### src/rtl/wsp_pkg.sv
// Shared types, constants and helpers for the world-to-screen projection pipeline.
`default_nettype none

package wsp_pkg;

    localparam int COEF_W     = 32;
    localparam int NUM_COEFS  = 12;
    localparam int VP_W       = 14;
    localparam int SAT_IN_W   = 68;
    localparam int NDC_W      = 49;
    localparam int PROD_W     = 64;

    localparam logic KIND_LOAD    = 1'b0;
    localparam logic KIND_PROJECT = 1'b1;

    localparam logic [0:0] REG_WIDTH  = 1'b0;
    localparam logic [0:0] REG_HEIGHT = 1'b1;

    localparam logic [VP_W-1:0] RESET_WIDTH  = 14'd1920;
    localparam logic [VP_W-1:0] RESET_HEIGHT = 14'd1080;

    localparam logic signed [COEF_W-1:0] S32_MAX = 32'sh7FFF_FFFF;
    localparam logic signed [COEF_W-1:0] S32_MIN = 32'sh8000_0000;
    localparam logic signed [PROD_W-1:0] NDC_LIMIT = 64'sh0000_8000_0000_0000;

    typedef struct packed {
        logic                     w_zero;
        logic                     cx_neg;
        logic                     cy_neg;
        logic signed [COEF_W-1:0] clip_w;
    } t_side;

    function automatic logic signed [COEF_W-1:0] sat32(input logic signed [SAT_IN_W-1:0] v);
        logic fits;
        fits = (&v[SAT_IN_W-1:COEF_W-1]) | ~(|v[SAT_IN_W-1:COEF_W-1]);
        if (fits) begin
            return v[COEF_W-1:0];
        end
        return v[SAT_IN_W-1] ? S32_MIN : S32_MAX;
    endfunction

endpackage

`default_nettype wire

### src/rtl/wsp_map.sv
// Viewport mapping: sign and clamp of the quotients, scaling, offset, zero-w saturation and output register.
`default_nettype none

module wsp_map import wsp_pkg::*; #(
    parameter int FRAC_BITS = 16
) (
    input  wire logic                          i_clk,
    input  wire logic                          i_rst_n,
    input  wire logic                          i_en,
    input  wire logic                          i_valid,
    input  wire logic [COEF_W+FRAC_BITS-1:0]   i_qx,
    input  wire logic [COEF_W+FRAC_BITS-1:0]   i_qy,
    input  wire logic                          i_negx,
    input  wire logic                          i_negy,
    input  wire t_side                         i_side,
    input  wire logic [VP_W-1:0]               i_width,
    input  wire logic [VP_W-1:0]               i_height,
    output logic                               o_valid,
    output logic signed [COEF_W-1:0]           o_screen_x,
    output logic signed [COEF_W-1:0]           o_screen_y,
    output logic signed [COEF_W-1:0]           o_clip_w,
    output logic                               o_w_zero
);

    localparam logic signed [PROD_W-1:0] ONE = 64'sd1 <<< FRAC_BITS;

    logic signed [PROD_W-1:0] vx, vy;
    logic signed [NDC_W-1:0]  r_ndx, r_ndy;
    t_side                    r_side_a, r_side_b;
    logic                     r_va, r_vb, r_vc;
    logic signed [PROD_W-1:0] r_px, r_py;
    logic signed [PROD_W-1:0] sum_x, sum_y;
    logic signed [COEF_W-1:0] r_sx, r_sy, r_cw;
    logic                     r_wz;

    always_comb begin
        vx = i_negx ? -PROD_W'(i_qx) : PROD_W'(i_qx);
        vy = i_negy ? -PROD_W'(i_qy) : PROD_W'(i_qy);
        if (vx > NDC_LIMIT) begin
            vx = NDC_LIMIT;
        end else if (vx < -NDC_LIMIT) begin
            vx = -NDC_LIMIT;
        end
        if (vy > NDC_LIMIT) begin
            vy = NDC_LIMIT;
        end else if (vy < -NDC_LIMIT) begin
            vy = -NDC_LIMIT;
        end
    end

    always_comb begin
        sum_x = (($signed(PROD_W'(i_width)) <<< FRAC_BITS) + r_px + ONE) >>> 1;
        sum_y = (($signed(PROD_W'(i_height)) <<< FRAC_BITS) - r_py - ONE) >>> 1;
    end

    always_ff @(posedge i_clk) begin
        if (!i_rst_n) begin
            r_va <= 1'b0;
            r_vb <= 1'b0;
            r_vc <= 1'b0;
        end else if (i_en) begin
            r_va <= i_valid;
            r_vb <= r_va;
            r_vc <= r_vb;
        end
    end

    always_ff @(posedge i_clk) begin
        if (i_en) begin
            r_ndx    <= NDC_W'(vx);
            r_ndy    <= NDC_W'(vy);
            r_side_a <= i_side;
            r_px     <= r_ndx * $signed({1'b0, i_width});
            r_py     <= r_ndy * $signed({1'b0, i_height});
            r_side_b <= r_side_a;
            r_wz     <= r_side_b.w_zero;
            r_cw     <= r_side_b.clip_w;
            if (r_side_b.w_zero) begin
                r_sx <= r_side_b.cx_neg ? S32_MIN : S32_MAX;
                r_sy <= r_side_b.cy_neg ? S32_MAX : S32_MIN;
            end else begin
                r_sx <= sat32(SAT_IN_W'(sum_x));
                r_sy <= sat32(SAT_IN_W'(sum_y));
            end
        end
    end

    assign o_valid    = r_vc;
    assign o_screen_x = r_sx;
    assign o_screen_y = r_sy;
    assign o_clip_w   = r_cw;
    assign o_w_zero   = r_wz;

endmodule

`default_nettype wire

### config.mk
export PLATFORM = sky130hd
export DESIGN_NAME = wsp_map
export DESIGN_NICKNAME = d
export VERILOG_FILES = /design/src/rtl/wsp_pkg.sv /design/src/rtl/wsp_map.sv
export SDC_FILE = /design/constraint.sdc
export NUM_CORES = 2
export LEC_CHECK = 0
export ABC_AREA = 1
export BUFFER_PORTS_ARGS = -buffer_cell sky130_fd_sc_hd__buf_2
export CORE_ASPECT_RATIO = 1.5
export CORE_UTILIZATION = 23
export CTS_CLUSTER_DIAMETER = 30
export DETAILED_ROUTE_END_ITERATION = 16
export PLACE_DENSITY = 0.37
export SLEW_MARGIN = 20
export SYNTH_ARGS = -nofsm -noshare
export SYNTH_HDL_FRONTEND = slang
export SYNTH_SLANG_ARGS = --single-unit
### constraint.sdc
create_clock -name i_clk -period 8.15 [get_ports i_clk]
set_clock_uncertainty 0.1 [all_clocks]
set_input_delay 1.63 -clock i_clk [delete_from_list [all_inputs] [get_ports i_clk]]
set_output_delay 1.63 -clock i_clk [all_outputs]
set_load 0.02 [all_outputs]
-- Word level (Yosys, flattened, before mapping)
Index checks and enable logic that the tools add are counted.
- register bits: 396
- bits of input ports: 165
- output and inout bits: 98
- word-level logic and storage cells: 63
- $add $sub $neg: 6
- multiply operators: 2
- magnitude comparators: 4
- mux-type cells: 20
- bitwise operators: 4
- reduce and logical (&&, ||, !) cells: 6
- operators by type and width (cell ; number):
    $mux W32 ; 10
    $gt A64 B49 Y1 const B ; 2
    $lt A64 B48 Y1 const B ; 2
    $mul A49 B15 Y64 ; 2
    $mux W64 ; 2
    $neg A48 Y64 ; 2
    $mux W49 ; 2
    $add A31 B64 Y64 ; 1
    $add A64 B18 Y64 const B ; 1
    $reduce_and A32 Y1 ; 2
    $reduce_or A32 Y1 ; 2
    $sub A31 B64 Y64 ; 1
    $sub A64 B18 Y64 const B ; 1
    $mux W1 ; 6
    $reduce_or A2 Y1 ; 2
    $not A1 Y1 ; 2
    $or A1 B1 Y1 ; 2

-- Logic depth before layout (Yosys ltp)
- depth in word-level cells: 10
- depth in mapped cells: 33
- mapped depth without buffers: 31

-- Worst setup path after synthesis
OpenSTA, ideal clock, no wires.
- path kind: input port to flip-flop
- start: in i_width[0]
- end: reg r_px[40] (data pin)
- setup time: 0.260 ns
- arrival time: 7.233 ns
- data required time: 7.790 ns
- setup slack: 0.557 ns
- stages on the path: 27
- buffers on the path: 2
- cell sequence: clkbuf_1 -> buf_1 -> nand2_1 -> inv_1 -> fa_1 -> inv_1 -> fa_1 -> inv_1 -> fa_1 -> inv_1 -> fa_1 -> inv_1 -> fa_1 -> inv_1 -> fa_1 -> inv_1 -> ha_1 -> nand2_1 -> nor2_1 -> inv_1 -> o21ai_1 -> a21oi_1 -> o21ai_0 -> a21boi_1 -> o21ai_0 -> a21oi_1 -> xnor2_1
- longest elaborated chain between the ends: 1
- RTL lines (element ; line ; text):
    start: declaration ; wsp_map.sv:16 ; input wire logic [VP_W-1:0] i_width,
    $mul A49 B15 Y64 ; wsp_map.sv:73 ; r_px <= r_ndx * $signed({1'b0, i_width});
    end signal: assignment ; wsp_map.sv:73 ;
    end: declaration ; wsp_map.sv:31 ; logic signed [PROD_W-1:0] r_px, r_py;
Every way passes these cells.
A chain may end at the register's enable or synchronous reset.

-- Final worst setup path
- start: in i_width[1]
- end: reg r_px[56] (data pin)
Same word-level chain as after synthesis.

==> summary.txt <==
pin count of the biggest net entering global routing: 119
final worst-path cycle share: 0.923
Crit-path slowest cell: fa_1
Synth area leader: fa_1
hpwl dp: 231000 um
Chip Width: 466 um
syn nets: 11700
startpoint class of the critical path: primary input
Distinct cells, synth: 61
Storage cell area: 11800 um^2
post-synthesis async set-or-reset flop share: 0
synthesized instance count: 9938
CTS Sinks: 395
EDFF count, synth: 392
Critical Path RT: 8.53 ns
Clock Latency Late Sink: 0.75 ns
gp weighted congestion: 0.895
Setup CP Type: in2reg
GRT overflow: 0
register area share after synthesis: 0.159
Slew headroom: 0.361
buffers and inverters on the worst path: 10
Min-Delay Path Class: reg2reg
outcome: finished, final reports clean
Avg Vias per Cell: 4.18
Slew @ Worst Pin: 0.959 ns
Mapped Area: 74400 um^2
area grow syn2layout: 16.9%
initial antenna violation count: 24
I/O Pins: 263
H-Tree Depth: 3
CTS tree: built
crit-path max cell delay: 0.61 ns
Yosys warnings: 0
Die Footprint: 326000 um^2
PortBufs: 262
CTS max path bufs: 3
post-route DRC violation count: 0
Final Setup Violations: 0
WL/cell: 18.4 um
Max Cap Viol: 0
Max Freq: 0.133 GHz
Crit path max-delay family: adder cells
hold_sp: r_side_b[13]$_DFFE_PP_
Pins Over Slew Limit: 0
Clk pin slew, worst setup/hold paths: 0.05 ns
CP endpoint kind: flip-flop
hold endpoint: o_clip_w[13]$_DFFE_PP_
Net count, final: 12200
CTS Hold Buffers Added: 0
Placement Cell Area: 83200 um^2
root buf cell: clkbuf_16
Die Height: 698 um
RR Startpoint: r_ndx[48]$_SDFFCE_PP0P_
Fillers: 35400
share of cells above drive strength 1: 0.0932
Initial DRC Count: 2509
# rows: 255
Total Wirelength: 271000 um
syn avg cell area: 7.48 um^2
total number of vias: 61700
global-route wire length before repair: 415000 um
post-route ant nets: 0
CTS Buf Count: 108
worst reg2reg path endpoint: r_px[56]$_DFFE_PP_
total track usage: 0.169
Synth top area share: 0.331
Register-to-Register Path Depth: 22
Main synth FF type: edfxtp_1
endpoints failing hold: 0
Crit Path Max Fanout: 21
Final min period: 7.52 ns
flop-to-flop setup slack: 1.15 ns
starting density of the core: 0.231
PostCTS Resize Cnt: 0
CP Cell Sequence: buf_2 -> buf_12 -> nand2_1 -> inv_1 -> fa_1 -> buf_4 -> inv_1 -> fa_1 -> inv_1 -> fa_1 -> inv_1 -> fa_1 -> fa_1 -> fa_1 -> inv_1 -> ha_1 -> nand2_1 -> nor2_1 -> inv_1 -> nor4_1 -> nand2_1 -> o21ai_0 -> buf_4 -> xor2_1
unrepaired setup endpoints after global routing: no
Multi-input gate area: 50100 um^2
Design Area, Final: 86900 um^2
Worst EP arrival: 7.90 ns
vias in the first global route: 69100
Synth Register Bits: 395
ranking of synthesized cells by area: fa_1, edfxtp_1, inv_1, nand2_1, ha_1
Core Area: 322000 um^2
hold path depth: 0
postcts setup bufs: 0
Pre-antenna DRT Iters: 5
==> placed cells by master (no fill, tap or decap), types with 10 or more instances in the layout <==
| master | instances |
|---|---|
| o21ai_1 | 13 |
| nand2_1 | 2846 |
| xor2_1 | 187 |
| buf_12 | 35 |
| nor2_1 | 583 |
| nand2_2 | 10 |
| nor3_1 | 60 |
| ha_1 | 374 |
| nand3_1 | 243 |
| nand4_1 | 67 |
| nor4_1 | 14 |
| clkinv_1 | 19 |
| buf_4 | 377 |
| fa_1 | 1229 |
| inv_1 | 2928 |
| inv_2 | 28 |
| clkbuf_1 | 11 |
| a21o_1 | 13 |
| nor2_4 | 24 |
| nand3b_1 | 18 |
| o21a_1 | 10 |
| o21ai_0 | 113 |
| clkinvlp_4 | 20 |
| nor2_2 | 41 |
| edfxtp_1 | 392 |
| clkinv_2 | 18 |
| bufinv_16 | 14 |
| buf_2 | 261 |
| a21oi_1 | 227 |
| xnor2_1 | 61 |
| clkbuf_16 | 108 |
| a31oi_1 | 59 |
==> sequential cells by signal, indices dropped and copies added, names as in the netlist <==
signal / count
r_side_a: 35
r_vb: 1
r_side_b: 35
o_screen_x: 32
o_valid: 1
o_clip_w: 32
r_px: 63
r_ndy: 49
r_py: 64
o_screen_y: 32
r_va: 1
o_w_zero: 1
r_ndx: 49
==> synthesized netlist by cell type (all sizes together), types with 61 or more instances <==
cell	n
xnor2	61
fa	1229
clkbuf	255
o21ai	130
ha	374
nand2	2857
nor3	68
nor2	648
inv	2956
nand4	68
a21oi	227
edfxtp	392
xor2	188
nand3	251
==> cell type report <==
class,count,share of cell area
clock inverter,79,0.0107
timing repair buffer,674,0.0558
sequential,395,0.136
clock buffer,120,0.0317
multi-input combinational,6281,0.577
antenna,2,0.0000576
tap,4240,0.0610
inverter,2961,0.128
==> worst max-delay path by stage <==
stage                     startpoint                  to  cells past startpoint
final                     i_width[1]  r_px[56]$_DFFE_PP_                     24
after CTS                 i_width[1]  r_px[56]$_DFFE_PP_                     21
after detailed placement  i_width[1]  r_px[56]$_DFFE_PP_                     24
after global routing      i_width[1]  r_px[56]$_DFFE_PP_                     24
after floorplan           i_width[0]  r_px[40]$_DFFE_PP_                     27
after global placement    i_width[1]  r_px[56]$_DFFE_PP_                     24
==> worst register-to-register path: stages (launching register included) <==
cell and delay (ns):
edfxtp_1 0.74, nand2_1 0.30, inv_1 0.09, fa_1 0.64
buf_4 0.18, inv_1 0.06, fa_1 0.52, inv_1 0.05
fa_1 0.51, inv_1 0.06, fa_1 0.55, fa_1 0.43
fa_1 0.51, inv_1 0.05, ha_1 0.38, nand2_1 0.09
nor2_1 0.37, inv_1 0.11, nor4_1 0.30, nand2_1 0.08
o21ai_0 0.35, buf_4 0.22, xor2_1 0.06
==> kinds of logic after synthesis <==
logic type	count (synthesis)	synth area share
fa+ha+maj	1603	0.394
flops	395	0.159
simple gates	3942	0.214
buf+inv	3262	0.167
compound gates	486	0.0366
xor+xnor	249	0.0294
mux	1	0.000135
==> routing by layer <==
layer / track usage / wire length (um)
met1: 0.159 / 91900
met2: 0.361 / 162000
met3: 0.0147 / 6520
met4: 0.0648 / 11400
met5: 0 / 24
==> per-stage QoR <==
stage | TNS, ns | util | worst slack [ns] | std cells | hold WS [ns]
2_1_floorplan | 0 | - | 0.557 | 9938 | 0.300
5_1_grt | 0 | 0.270 | 0.318 | 14800 | 0.314
4_1_cts | 0 | 0.270 | 0.609 | 14800 | 0.313
3_3_place_gp | -0.420 | 0.259 | -0.173 | 14600 | 0.301
3_5_place_dp | -0.408 | 0.259 | -0.181 | 14600 | 0.305
6_report | 0 | 0.270 | 0.629 | 14800 | 0.313
Power is not shown: default switching activity piles up to over one toggle a cycle in this logic, so the estimate is an artifact.
